<file path="src/design/dvms_pkg.sv">
`timescale 1ns / 1ps

package dvms_pkg;

  localparam int TICK_W  = 16;
  localparam int PIN_W   = 7;
  localparam int CFG_IDX_W = 2;

  // Valve position codes
  typedef enum logic [1:0] {
    POS_CLOSED = 2'd0,
    POS_OPEN   = 2'd1,
    POS_MIDDLE = 2'd2
  } pos_e;

  // Input transaction modes
  localparam logic [1:0] MODE_TICK = 2'd0;
  localparam logic [1:0] MODE_MOVE = 2'd1;
  localparam logic [1:0] MODE_CAL  = 2'd2;

  // Move command codes
  localparam logic [1:0] CMD_OPEN_V1  = 2'd0;
  localparam logic [1:0] CMD_CLOSE_V1 = 2'd1;
  localparam logic [1:0] CMD_OPEN_V2  = 2'd2;
  localparam logic [1:0] CMD_CLOSE_V2 = 2'd3;

  // Result codes
  localparam logic [1:0] RES_NONE    = 2'd0;
  localparam logic [1:0] RES_MOVED   = 2'd1;
  localparam logic [1:0] RES_TIMEOUT = 2'd2;
  localparam logic [1:0] RES_ALREADY = 2'd3;

  // Motor direction codes
  localparam logic [1:0] DIR_CLOSE = 2'd0;
  localparam logic [1:0] DIR_OPEN  = 2'd1;
  localparam logic [1:0] DIR_BRAKE = 2'd2;
  localparam logic [1:0] DIR_STOP  = 2'd3;

  // Configuration register indexes
  localparam logic [CFG_IDX_W-1:0] REG_BACKOFF = 2'd0;
  localparam logic [CFG_IDX_W-1:0] REG_BRAKE   = 2'd1;
  localparam logic [CFG_IDX_W-1:0] REG_TIMEOUT = 2'd2;

  localparam logic [TICK_W-1:0] BACKOFF_RST = 16'd100;
  localparam logic [TICK_W-1:0] BRAKE_RST   = 16'd50;
  localparam logic [TICK_W-1:0] TIMEOUT_RST = 16'd10000;

  typedef struct packed {
    logic [TICK_W-1:0] backoff;
    logic [TICK_W-1:0] brake;
    logic [TICK_W-1:0] timeout;
  } dvms_cfg_t;

  typedef struct packed {
    logic [PIN_W-1:0] drive_pins;
    pos_e             valve1_position;
    pos_e             valve2_position;
    logic             busy_res;
    logic [1:0]       result_code;
    logic             error_flag;
    logic             calibrated;
  } dvms_result_t;

  // Decode one limit switch pair
  function automatic pos_e decode_pair(input logic s1, input logic s2);
    pos_e p;
    if (!s1 && s2) begin
      p = POS_CLOSED;
    end else if (s1 && !s2) begin
      p = POS_OPEN;
    end else begin
      p = POS_MIDDLE;
    end
    return p;
  endfunction

  // Apply a direction to one valve's bridge inputs
  function automatic logic [PIN_W-1:0] set_dir(input logic [PIN_W-1:0] pins,
                                               input logic v2,
                                               input logic [1:0] dir);
    logic [PIN_W-1:0] r;
    logic [1:0]       lv;
    logic             drv;
    r   = pins;
    drv = (dir == DIR_CLOSE) || (dir == DIR_OPEN);
    case (dir)
      DIR_CLOSE: lv = 2'b01;
      DIR_OPEN:  lv = 2'b10;
      DIR_BRAKE: lv = 2'b11;
      default:   lv = 2'b00;
    endcase
    if (!v2) begin
      r[2:0] = {drv, lv};
    end else begin
      r[4:3] = lv;
    end
    return r;
  endfunction

  // Standby / sleep enable bit of one driver
  function automatic logic [PIN_W-1:0] sleep_mask(input logic v2);
    return v2 ? 7'h40 : 7'h20;
  endfunction

  // Saturating tick counter increment
  function automatic logic [TICK_W-1:0] sat_inc(input logic [TICK_W-1:0] c);
    return (c == '1) ? c : c + 1'b1;
  endfunction

endpackage

</file>
<file path="src/design/dvms_cfg.sv">
`timescale 1ns / 1ps

module dvms_cfg (
  input  logic                          clk_i,
  input  logic                          rst_ni,
  input  logic                          cfg_we_i,
  input  logic [dvms_pkg::CFG_IDX_W-1:0] cfg_index_i,
  input  logic [dvms_pkg::TICK_W-1:0]   cfg_data_i,
  output dvms_pkg::dvms_cfg_t           cfg_o
);
  import dvms_pkg::*;

  dvms_cfg_t cfg_q;

  // Timing registers; the user writes them only while the sequencer is idle, the block does not enforce it
  always_ff @(posedge clk_i or negedge rst_ni) begin
    if (!rst_ni) begin
      cfg_q.backoff <= BACKOFF_RST;
      cfg_q.brake   <= BRAKE_RST;
      cfg_q.timeout <= TIMEOUT_RST;
    end else if (cfg_we_i) begin
      unique case (cfg_index_i)
        REG_BACKOFF: cfg_q.backoff <= cfg_data_i;
        REG_BRAKE:   cfg_q.brake   <= cfg_data_i;
        REG_TIMEOUT: cfg_q.timeout <= cfg_data_i;
        default: ;
      endcase
    end
  end

  assign cfg_o = cfg_q;

endmodule

</file>
<file path="src/design/dvms_core.sv">
`timescale 1ns / 1ps

module dvms_core (
  input  logic                      clk_i,
  input  logic                      rst_ni,
  input  logic                      en_i,
  input  logic [1:0]                mode_i,
  input  logic [1:0]                move_i,
  input  logic [3:0]                switches_i,
  input  dvms_pkg::dvms_cfg_t       cfg_i,
  output dvms_pkg::dvms_result_t    res_o
);
  import dvms_pkg::*;

  typedef enum logic [2:0] {
    PH_IDLE       = 3'd0,
    PH_BACKOFF    = 3'd1,
    PH_BRAKE_BACK = 3'd2,
    PH_DRIVE      = 3'd3,
    PH_BRAKE_OK   = 3'd4,
    PH_BRAKE_TO   = 3'd5
  } phase_e;

  phase_e            phase_q, phase_d;
  logic [TICK_W-1:0] cnt_q, cnt_d;
  pos_e              v1_q, v1_d, v2_q, v2_d;
  logic [1:0]        act_q, act_d;
  logic [1:0]        cal_q, cal_d;
  logic              err_q, err_d;
  logic              calib_q, calib_d;
  logic [PIN_W-1:0]  pins_q, pins_d;

  logic [1:0]        res;
  logic              do_cal, do_start, from_cal;
  logic [1:0]        smv;
  logic              cur_v2, cur_open, s_v2, s_open;
  logic [TICK_W-1:0] cnt_inc;
  pos_e              dec1, dec2, s_cur, s_tgt, end_pos;

  assign dec1     = decode_pair(switches_i[0], switches_i[1]);
  assign dec2     = decode_pair(switches_i[2], switches_i[3]);
  assign cur_v2   = act_q[1];
  assign cur_open = ~act_q[0];
  assign cnt_inc  = sat_inc(cnt_q);

  // One step of the sequencer for the transaction in the input register
  always_comb begin
    phase_d  = phase_q;
    cnt_d    = cnt_q;
    v1_d     = v1_q;
    v2_d     = v2_q;
    act_d    = act_q;
    cal_d    = cal_q;
    err_d    = err_q;
    calib_d  = calib_q;
    pins_d   = pins_q;
    res      = RES_NONE;
    do_cal   = 1'b0;
    do_start = 1'b0;
    from_cal = 1'b0;
    smv      = move_i;
    end_pos  = (phase_q == PH_BRAKE_OK) ? (cur_open ? POS_OPEN : POS_CLOSED) : POS_MIDDLE;

    unique case (mode_i)
      MODE_TICK: begin
        unique case (phase_q)
          PH_BACKOFF: begin
            cnt_d = cnt_inc;
            if (cnt_inc >= cfg_i.backoff) begin
              pins_d  = set_dir(pins_q, cur_v2, DIR_BRAKE);
              phase_d = PH_BRAKE_BACK;
              cnt_d   = '0;
            end
          end
          PH_BRAKE_BACK: begin
            cnt_d = cnt_inc;
            if (cnt_inc >= cfg_i.brake) begin
              if (cur_v2) begin
                v2_d = POS_MIDDLE;
              end else begin
                v1_d = POS_MIDDLE;
              end
              pins_d  = set_dir(pins_q, cur_v2, cur_open ? DIR_OPEN : DIR_CLOSE)
                        | sleep_mask(cur_v2);
              phase_d = PH_DRIVE;
              cnt_d   = '0;
            end
          end
          PH_DRIVE: begin
            // target switch goes low when the end stop is reached
            if (!switches_i[{cur_v2, cur_open}]) begin
              pins_d  = set_dir(pins_q, cur_v2, DIR_BRAKE);
              phase_d = PH_BRAKE_OK;
              cnt_d   = '0;
            end else begin
              cnt_d = cnt_inc;
              if (cnt_inc >= cfg_i.timeout) begin
                pins_d  = set_dir(pins_q, cur_v2, DIR_BRAKE);
                phase_d = PH_BRAKE_TO;
                cnt_d   = '0;
              end
            end
          end
          PH_BRAKE_OK, PH_BRAKE_TO: begin
            cnt_d = cnt_inc;
            if (cnt_inc >= cfg_i.brake) begin
              pins_d = set_dir(pins_q, cur_v2, DIR_STOP) & ~sleep_mask(cur_v2);
              if (cur_v2) begin
                v2_d = end_pos;
              end else begin
                v1_d = end_pos;
              end
              if (phase_q == PH_BRAKE_TO) begin
                err_d = 1'b1;
                res   = RES_TIMEOUT;
              end else begin
                res   = RES_MOVED;
              end
              phase_d = PH_IDLE;
              cnt_d   = '0;
              do_cal  = (cal_q != 2'd0);
            end
          end
          default: phase_d = PH_IDLE;
        endcase
      end
      MODE_MOVE: begin
        if (phase_q == PH_IDLE) begin
          do_start = 1'b1;
          smv      = move_i;
        end
      end
      MODE_CAL: begin
        if (phase_q == PH_IDLE) begin
          v1_d  = dec1;
          v2_d  = dec2;
          cal_d = 2'd1;
          if (dec1 != POS_CLOSED) begin
            do_start = 1'b1;
            smv      = CMD_CLOSE_V1;
          end else begin
            do_cal = 1'b1;
          end
        end
      end
      default: ;
    endcase

    // Calibration: after valve 1, open valve 2 if needed, then finish
    if (do_cal) begin
      if (cal_d == 2'd1) begin
        cal_d = 2'd2;
        if (v2_d != POS_OPEN) begin
          do_start = 1'b1;
          smv      = CMD_OPEN_V2;
          from_cal = 1'b1;
        end
      end
      if (!from_cal) begin
        cal_d   = 2'd0;
        calib_d = 1'b1;
      end
    end

    // Move start: decode switches, reject or launch backoff / drive
    s_v2   = smv[1];
    s_open = ~smv[0];
    s_cur  = s_v2 ? dec2 : dec1;
    s_tgt  = s_open ? POS_OPEN : POS_CLOSED;
    if (do_start) begin
      v1_d = dec1;
      v2_d = dec2;
      if (s_cur == s_tgt) begin
        err_d = 1'b1;
        res   = RES_ALREADY;
        if (from_cal) begin
          cal_d   = 2'd0;
          calib_d = 1'b1;
        end
      end else begin
        act_d = smv;
        cnt_d = '0;
        if (s_cur == POS_MIDDLE) begin
          pins_d  = set_dir(pins_d, s_v2, s_open ? DIR_CLOSE : DIR_OPEN) | sleep_mask(s_v2);
          phase_d = PH_BACKOFF;
        end else begin
          if (s_v2) begin
            v2_d = POS_MIDDLE;
          end else begin
            v1_d = POS_MIDDLE;
          end
          pins_d  = set_dir(pins_d, s_v2, s_open ? DIR_OPEN : DIR_CLOSE) | sleep_mask(s_v2);
          phase_d = PH_DRIVE;
        end
      end
    end
  end

  // Sequencer state
  always_ff @(posedge clk_i or negedge rst_ni) begin
    if (!rst_ni) begin
      phase_q <= PH_IDLE;
      cnt_q   <= '0;
      v1_q    <= POS_MIDDLE;
      v2_q    <= POS_MIDDLE;
      act_q   <= '0;
      cal_q   <= '0;
      err_q   <= 1'b0;
      calib_q <= 1'b0;
      pins_q  <= '0;
    end else if (en_i) begin
      phase_q <= phase_d;
      cnt_q   <= cnt_d;
      v1_q    <= v1_d;
      v2_q    <= v2_d;
      act_q   <= act_d;
      cal_q   <= cal_d;
      err_q   <= err_d;
      calib_q <= calib_d;
      pins_q  <= pins_d;
    end
  end

  // Result of this step, taken from the next state
  always_comb begin
    res_o.drive_pins      = pins_d;
    res_o.valve1_position = v1_d;
    res_o.valve2_position = v2_d;
    res_o.busy_res        = (phase_d != PH_IDLE);
    res_o.result_code     = res;
    res_o.error_flag      = err_d;
    res_o.calibrated      = calib_d;
  end

endmodule

</file>
<file path="src/design/dual_valve_motor_sequencer.sv">
`timescale 1ns / 1ps
// Path from input transaction to result: input register, step logic, result register.
// Throughput: one transaction per cycle while out_stall_i does not hold the result register.
// Every input transaction (tick or command) yields exactly one result transaction.
// Reset (rst_ni low, asynchronous): valves read middle, motors stopped, flags clear,
// timing registers return to backoff 100, brake 50, timeout 10000 ticks.
module dual_valve_motor_sequencer (
  input  logic                           clk_i,
  input  logic                           rst_ni,
  // input channel
  input  logic                           in_valid_i,
  output logic                           in_stall_o,
  input  logic [1:0]                     mode_i,
  input  logic [1:0]                     move_i,
  input  logic [3:0]                     switches_i,
  // result channel
  output logic                           out_valid_o,
  input  logic                           out_stall_i,
  output logic [dvms_pkg::PIN_W-1:0]     drive_pins_o,
  output logic [1:0]                     valve1_position_o,
  output logic [1:0]                     valve2_position_o,
  output logic                           busy_res_o,
  output logic [1:0]                     result_code_o,
  output logic                           error_flag_o,
  output logic                           calibrated_o,
  // configuration
  input  logic                           cfg_we_i,
  input  logic [dvms_pkg::CFG_IDX_W-1:0] cfg_index_i,
  input  logic [dvms_pkg::TICK_W-1:0]    cfg_data_i
);
  import dvms_pkg::*;

  logic         in_valid_q;
  logic [1:0]   mode_q, move_q;
  logic [3:0]   sw_q;
  logic         out_valid_q;
  dvms_result_t out_q;
  dvms_result_t step_res;
  dvms_cfg_t    cfg;
  logic         advance;

  // Step the held transaction when the result register is free or draining
  assign advance    = in_valid_q && (!out_valid_q || !out_stall_i);
  assign in_stall_o = in_valid_q && !advance;

  dvms_cfg u_cfg (
    .clk_i       (clk_i),
    .rst_ni      (rst_ni),
    .cfg_we_i    (cfg_we_i),
    .cfg_index_i (cfg_index_i),
    .cfg_data_i  (cfg_data_i),
    .cfg_o       (cfg)
  );

  dvms_core u_core (
    .clk_i      (clk_i),
    .rst_ni     (rst_ni),
    .en_i       (advance),
    .mode_i     (mode_q),
    .move_i     (move_q),
    .switches_i (sw_q),
    .cfg_i      (cfg),
    .res_o      (step_res)
  );

  // Input register
  always_ff @(posedge clk_i or negedge rst_ni) begin
    if (!rst_ni) begin
      in_valid_q <= 1'b0;
    end else if (!in_stall_o) begin
      in_valid_q <= in_valid_i;
    end
  end

  always_ff @(posedge clk_i) begin
    if (!in_stall_o && in_valid_i) begin
      mode_q <= mode_i;
      move_q <= move_i;
      sw_q   <= switches_i;
    end
  end

  // Result register
  always_ff @(posedge clk_i or negedge rst_ni) begin
    if (!rst_ni) begin
      out_valid_q <= 1'b0;
    end else if (advance) begin
      out_valid_q <= 1'b1;
    end else if (!out_stall_i) begin
      out_valid_q <= 1'b0;
    end
  end

  always_ff @(posedge clk_i) begin
    if (advance) begin
      out_q <= step_res;
    end
  end

  assign out_valid_o       = out_valid_q;
  assign drive_pins_o      = out_q.drive_pins;
  assign valve1_position_o = out_q.valve1_position;
  assign valve2_position_o = out_q.valve2_position;
  assign busy_res_o        = out_q.busy_res;
  assign result_code_o     = out_q.result_code;
  assign error_flag_o      = out_q.error_flag;
  assign calibrated_o      = out_q.calibrated;

endmodule

</file>
<file path="config.mk">
export PLATFORM = sky130hd
export DESIGN_NAME = dual_valve_motor_sequencer
export DESIGN_NICKNAME = d
export VERILOG_FILES = /design/src/design/dvms_pkg.sv /design/src/design/dvms_cfg.sv /design/src/design/dvms_core.sv /design/src/design/dual_valve_motor_sequencer.sv
export SDC_FILE = /design/constraint.sdc
export NUM_CORES = 1
export LEC_CHECK = 0
export ABC_AREA = 1
export BUFFER_PORTS_ARGS = -buffer_cell sky130_fd_sc_hd__buf_2
export CAP_MARGIN = 10
export CORE_ASPECT_RATIO = 0.7
export CORE_UTILIZATION = 36
export CTS_CLUSTER_DIAMETER = 80
export DETAILED_ROUTE_END_ITERATION = 10
export SLEW_MARGIN = 20
export SYNTH_ARGS = -nofsm -noshare
export SYNTH_HDL_FRONTEND = slang
export SYNTH_SLANG_ARGS = --single-unit
</file>
<file path="constraint.sdc">
create_clock -name clk_i -period 6.57 [get_ports clk_i]
set_input_delay 0.3285 -clock clk_i [delete_from_list [all_inputs] [get_ports clk_i]]
set_output_delay 0.3285 -clock clk_i [all_outputs]
set_load 0.02 [all_outputs]
</file>
-- After elaboration in Yosys (flattened, before gate mapping)
Cells that the tools add are included.
- memories: 0
- memory bits (writable): 0
- bits in latches: 0
- input port bits: 31
- flip-flop bits (word level): 110
- output and inout port bits: 18
- word-level logic and storage cells: 241
- bits in read-only memories: 0
- $add $sub $neg: 1
- $mul: 0
- divide/modulo/power cells: 0
- shift-type cells: 0
- reduce and logical (&&, ||, !) cells: 34
- muxes and demuxes: 150
- magnitude comparators: 4
- bitwise operators: 7
- equal/unequal tests: 21
- operator list (kind ; number):
    two-way mux 16 bit ; 8
    two-way mux 2 bit ; 62
    two-way mux 3 bit ; 25
    two-way mux 7 bit ; 8
    greater-or-equal comparator 16 bit ; 3
    one-hot mux 16 bit (3 select lines) ; 1
    two-way mux 1 bit ; 31
    one-hot mux 7 bit (4 select lines) ; 1
    bitwise OR 7 bit ; 3
    one-hot mux 2 bit (3 select lines) ; 3
    adder 16 x 1 -> 16 bit (second input constant) ; 1
    == test 16 bit (second input constant) ; 1
    one-hot mux 2 bit (2 select lines) ; 4
    two-way mux 5 bit ; 3
    == test 2 x 1 -> 1 bit (second input constant) ; 6
    == test 2 bit (second input constant) ; 6
    one-hot mux 3 bit (4 select lines) ; 1
    logical NOT 2 bit ; 5
    logical NOT 1 bit ; 8
    AND 7 bit ; 1
    logical AND 1 bit ; 7
    NOT 7 bit ; 1
    == test 3 x 2 -> 1 bit (second input constant) ; 2
    == test 3 bit (second input constant) ; 2
    other kinds (15) ; 24

-- Logic depth before layout (Yosys ltp)
- depth after elaboration: 22
- depth in mapped cells: 36

-- Cells and area by module
From an unflattened synthesis, not the netlist that was laid out.
- cell total of the unflattened synthesis: 948
- area, all modules: 7444.6 um^2
- by module, submodules not included (module ; sequential area each (um^2) ; instances ; area an instance (um^2) ; cells each):
    dvms_core ; 903.4 ; 1 ; 4570.6 ; 698
    dvms_cfg ; 1214.9 ; 1 ; 2058.2 ; 214
    dual_valve_motor_sequencer ; 770.7 ; 1 ; 815.8 ; 36

-- Worst setup path after synthesis
OpenSTA, ideal clock, no wires.
- path type: register to register
- start point: reg u_core.cnt_q[0]
- end point: reg out_q, in the netlist drive_pins_o[0] (data pin)
- slack: 2.575 ns
- arrival: 3.741 ns
- period minus slack after synthesis: 3.995 ns
- required time: 6.315 ns
- library setup time: 0.255 ns
- stages on the path, launching flop included: 35
- cells stage by stage: dfrtp_1 > ha_1 > inv_1 > nor3_1 > nand4_1 > nor2_1 > nand3_1 > nand3_1 > nor2_1 > xor2_1 > ha_1 > nand2_1 > nor2_1 > nand2_1 > nand2_1 > nor2_1 > nand2_1 > nand2_1 > nand2_4 > nand2_2 > nand2_1 > nand3_1 > nand2_1 > inv_2 > nand2_4 > nand3_4 > nand2_4 > buf_8 > nand2_2 > nand3_2 > nand3_2 > buf_6 > nand3_4 > nand2_2 > nand2_2
- RTL lines (what ; line ; text):
    from (decl) ; dvms_core.sv:25 ; logic [TICK_W-1:0] cnt_q, cnt_d;
    from (signal assigned) ; dvms_core.sv:213 ; cnt_q <= cnt_d;
    to (signal assigned) ; dual_valve_motor_sequencer.sv:96 ; out_q <= step_res;
    to (decl) ; dual_valve_motor_sequencer.sv:37 ; dvms_result_t out_q;

==> impl_metrics.tcl <==
set metrics [dict create \
    cts_max_level 3 \
    grt_usage_pct 18.51 \
    n_fill_cell 1992 \
    syn2layout_area_growth_pct 11.47 \
    clock-root-buffer "clkbuf_16" \
    postCtsResizedCells 0 \
    worstHoldStart "move_i[0]" \
    clk_latency_ps 370 \
    layout.nets 1020 \
    grt_pass1_wl_um 29410 \
    ant_nets 0 \
    peakVddDrop_v 0.0001411 \
    arrival_ps 5430 \
    drt-wirelength-per-cell_um 14.42 \
    utilization_pct 41.43 \
    layoutNonFillerInstCount 1203 \
    grt_overflow_total 0 \
    drive_above_1_share_pct 14.59 \
    viasPerCell 4.950 \
    slowest_delay_ps 400 \
    gp_congestion 0.9002 \
    antenna_found_initial 0 \
    p_per_area_nw_per_um2 313.2 \
    drv_cap 0 \
    p_int_uw 1462 \
    dp_hpwl_um 13270 \
    vias 5955 \
    power.share.sequential_pct 39.0 \
    status "finished clean" \
    cp.required_ps 6690 \
    ys_async_sr_fraction_pct 78.18 \
    clk_pin_slew_ps 80 \
    dp_cells 1186 \
    grt_max_degree 61 \
    cts-buffers-inserted 9 \
    dp_slack_ps 1323 \
    yosys_most_used_dff "dfrtp_1" \
    p_sw_uw 1021 \
    avgSynthCellArea_um2 7.952 \
    cpMostUsedCell "nand2_1" \
    worstSetupEndpointType "flop" \
    drtIter0Drc 491 \
    dieArea_um2 20320 \
    grt_pass1_vias 5542 \
    ys_seq_area_share_pct 40.64 \
    clockBufferDepth 2 \
    rows 42 \
    rsz0062_at_grt "no" \
    post-route-period-util_pct 80.80 \
    dr.pass1.iters 5 \
    synth_nets 980 \
    crit_path_start_kind "flop" \
    critPathMaxFanout 14 \
    hold_viol_final 0 \
    fin_crit_ps 5308 \
    dieWidth_um 170.0 \
    ys_ff_latch 110 \
    cts_sinks 110 \
    synth_edf_count 24 \
    p_comb_share_pct 37.7 \
    reg2reg_from "u_core.cnt_q[0]" \
    p_clk_share_pct 23.3 \
    skew_ps 9.680 \
    diodes 0 \
    chipHeight_um 119.6 \
    io_buffers 48 \
    critical_path_class "reg2reg" \
    drv_slew 0 \
    drc 0 \
    cts_tree "yes" \
    wirelength_um 17350 \
    slew_headroom_pct 31.39 \
    start_util_pct 37.17 \
    num_io_pins 49 \
    crit_path_start "u_core.cnt_q[0]" \
    setup_tns_ps 0 \
    yosys_warnings 0 \
    synthCells 894 \
    total_power_uw 2482 \
    max_freq_mhz 188.4 \
    syn-cell-area_um2 7109 \
    slowest_stage "xor2_1" \
    setup_slack_ps 1262 \
    synth_cell_type_count 50 \
    worstMarginPinSlew_ps 1027 \
    setup_viol 0 \
    p_leak_uw 0.003831 \
    core_area_um2 19130 \
    hp-class "in2reg" \
    swShare_pct 41.12 \
]
stage by stage:
| step | area [µm²] | hold WS [ps] |
|---|---|---|
| 6_report | 7925 | 132.9 |
| 4_1_cts | 7920 | 121.0 |
| 3_3_place_gp | 7605 | 275.3 |
| 3_5_place_dp | 7605 | 269.8 |
| 2_1_floorplan | 7109 | 32.91 |
| 5_1_grt | 7925 | 119.6 |
metal layers:
layer	vias up	GRT usage (%)	part of all wire (%)
met4	0	4.561	1.0
li1	3030	-	-
met3	14	4.881	8.2
met5	-	0	0
met1	2703	30.01	54
met2	208	23.34	36
sequential cells by signal, indices dropped and copies added, names as in the netlist, 3 cells and up:
name            count
u_cfg.cfg_o        48
u_core.cnt_q       16
drive_pins_o        7
u_core.pins_q       7
sw_q                4
u_core.phase_q      3
synthesized netlist by cell type (2+ instances only):
library cell / number / area, µm²
buf_6: 2 / 22.52
dfstp_2: 13 / 341.6
o221ai_1: 2 / 17.52
clkinv_1: 2 / 7.510
nand2_2: 13 / 81.33
nand3_4: 3 / 52.55
nor3_1: 13 / 65.06
nor4_1: 5 / 31.28
a31oi_2: 2 / 25.02
nand3_2: 3 / 30.03
o21ai_1: 8 / 40.04
a31oi_1: 20 / 125.1
ha_1: 55 / 688.2
or2_2: 2 / 12.51
nand2_1: 205 / 769.5
a21oi_1: 43 / 215.2
o22ai_1: 11 / 68.82
nand3_1: 33 / 165.2
inv_1: 144 / 540.5
o211ai_1: 8 / 60.06
a21boi_0: 2 / 15.01
nor2_1: 54 / 202.7
o22ai_2: 10 / 125.1
dfrtp_1: 73 / 1827
buf_2: 4 / 20.02
nand2_4: 3 / 33.78
o21ai_0: 76 / 380.4
nand4_1: 8 / 50.05
edfxtp_1: 24 / 720.7
o21a_1: 3 / 22.52
a21o_1: 2 / 15.01
inv_2: 6 / 22.52
clkbuf_1: 17 / 63.81
nor2_4: 2 / 22.52
xor2_1: 8 / 70.07
placed cells by master, fill, tap and decap left out, types with 3 or more instances in the layout:
cell / synthesis / final
a21oi_1: 43 / 43
a31oi_1: 20 / 20
buf_2: 4 / 47
buf_4: 0 / 6
clkbuf_16: 0 / 9
dfrtp_1: 73 / 73
dfstp_2: 13 / 13
edfxtp_1: 24 / 24
ha_1: 55 / 55
inv_1: 144 / 144
inv_2: 6 / 6
inv_6: 0 / 3
nand2_1: 205 / 205
nand2_2: 13 / 13
nand2_4: 3 / 3
nand3_1: 33 / 32
nand3_2: 3 / 4
nand3_4: 3 / 3
nand4_1: 8 / 8
nor2_1: 54 / 52
nor2_4: 2 / 3
nor3_1: 13 / 13
nor4_1: 5 / 5
o211ai_1: 8 / 8
o21a_1: 3 / 3
o21ai_0: 76 / 76
o21ai_1: 8 / 8
o22ai_1: 11 / 11
o22ai_2: 10 / 10
xor2_1: 8 / 8
worst max-delay path, delay by kind of cell, from the launching register on:
family | cells | cell delay, ps
AO/OA/AOI/OAI | 1 | 210
XOR/XNOR | 1 | 400
adder cells (fa/ha/maj) | 2 | 480
buffers and inverters | 3 | 470
flip-flops | 1 | 390
AND/OR/NAND/NOR | 22 | 3120
cell type report:
cell class,instances,area (µm²),share of cell area [%]
multi-input combinational,606,3533,44.58
tap,264,330.3,4.168
timing repair buffer,54,290.3,3.663
inverter,153,576.8,7.278
clock buffer,10,229.0,2.889
sequential,110,2889,36.45
clock inverter,6,76.32,0.9631
kinds of logic after synthesis:
kind of cell	Yosys count	share of synthesized area, %
fa+ha+maj	55	9.680
compound gates	195	16.75
simple gates	348	22.07
buf+inv	178	9.873
xor+xnor	8	0.9856
flops	110	40.64
power groups by stage:
| stage | logic, µW | registers [µW] | clock network [µW] |
|---|---|---|---|
| 6_report | 936 | 969 | 578 |
| 5_1_grt | 1070 | 989 | 622 |
| 4_1_cts | 930 | 967 | 595 |
| 3_5_place_dp | 925 | 978 | 0 |
| 3_3_place_gp | 922 | 981 | 0 |
| 2_1_floorplan | 664 | 978 | 0 |
worst paths after layout:
kind | end | slack, ps | depth (start not counted)
max | error_flag_o | 1260 | 29
min | move_q[0] | 130 | 1
max reg2reg | error_flag_o | 1260 | 29
min reg2reg | u_core.err_q | 460 | 2
max in group asynchronous | u_core.act_q[0] | 5030 | 3
min in group asynchronous | u_core.cnt_q[6] | 430 | 2
repair_timing:
action,4_1_cts,5_1_grt
buffers inserted,0,0
hold buffers,1,0
hold endpoints to repair,24,0
Note: power is estimated with default switching activity, not from simulation.
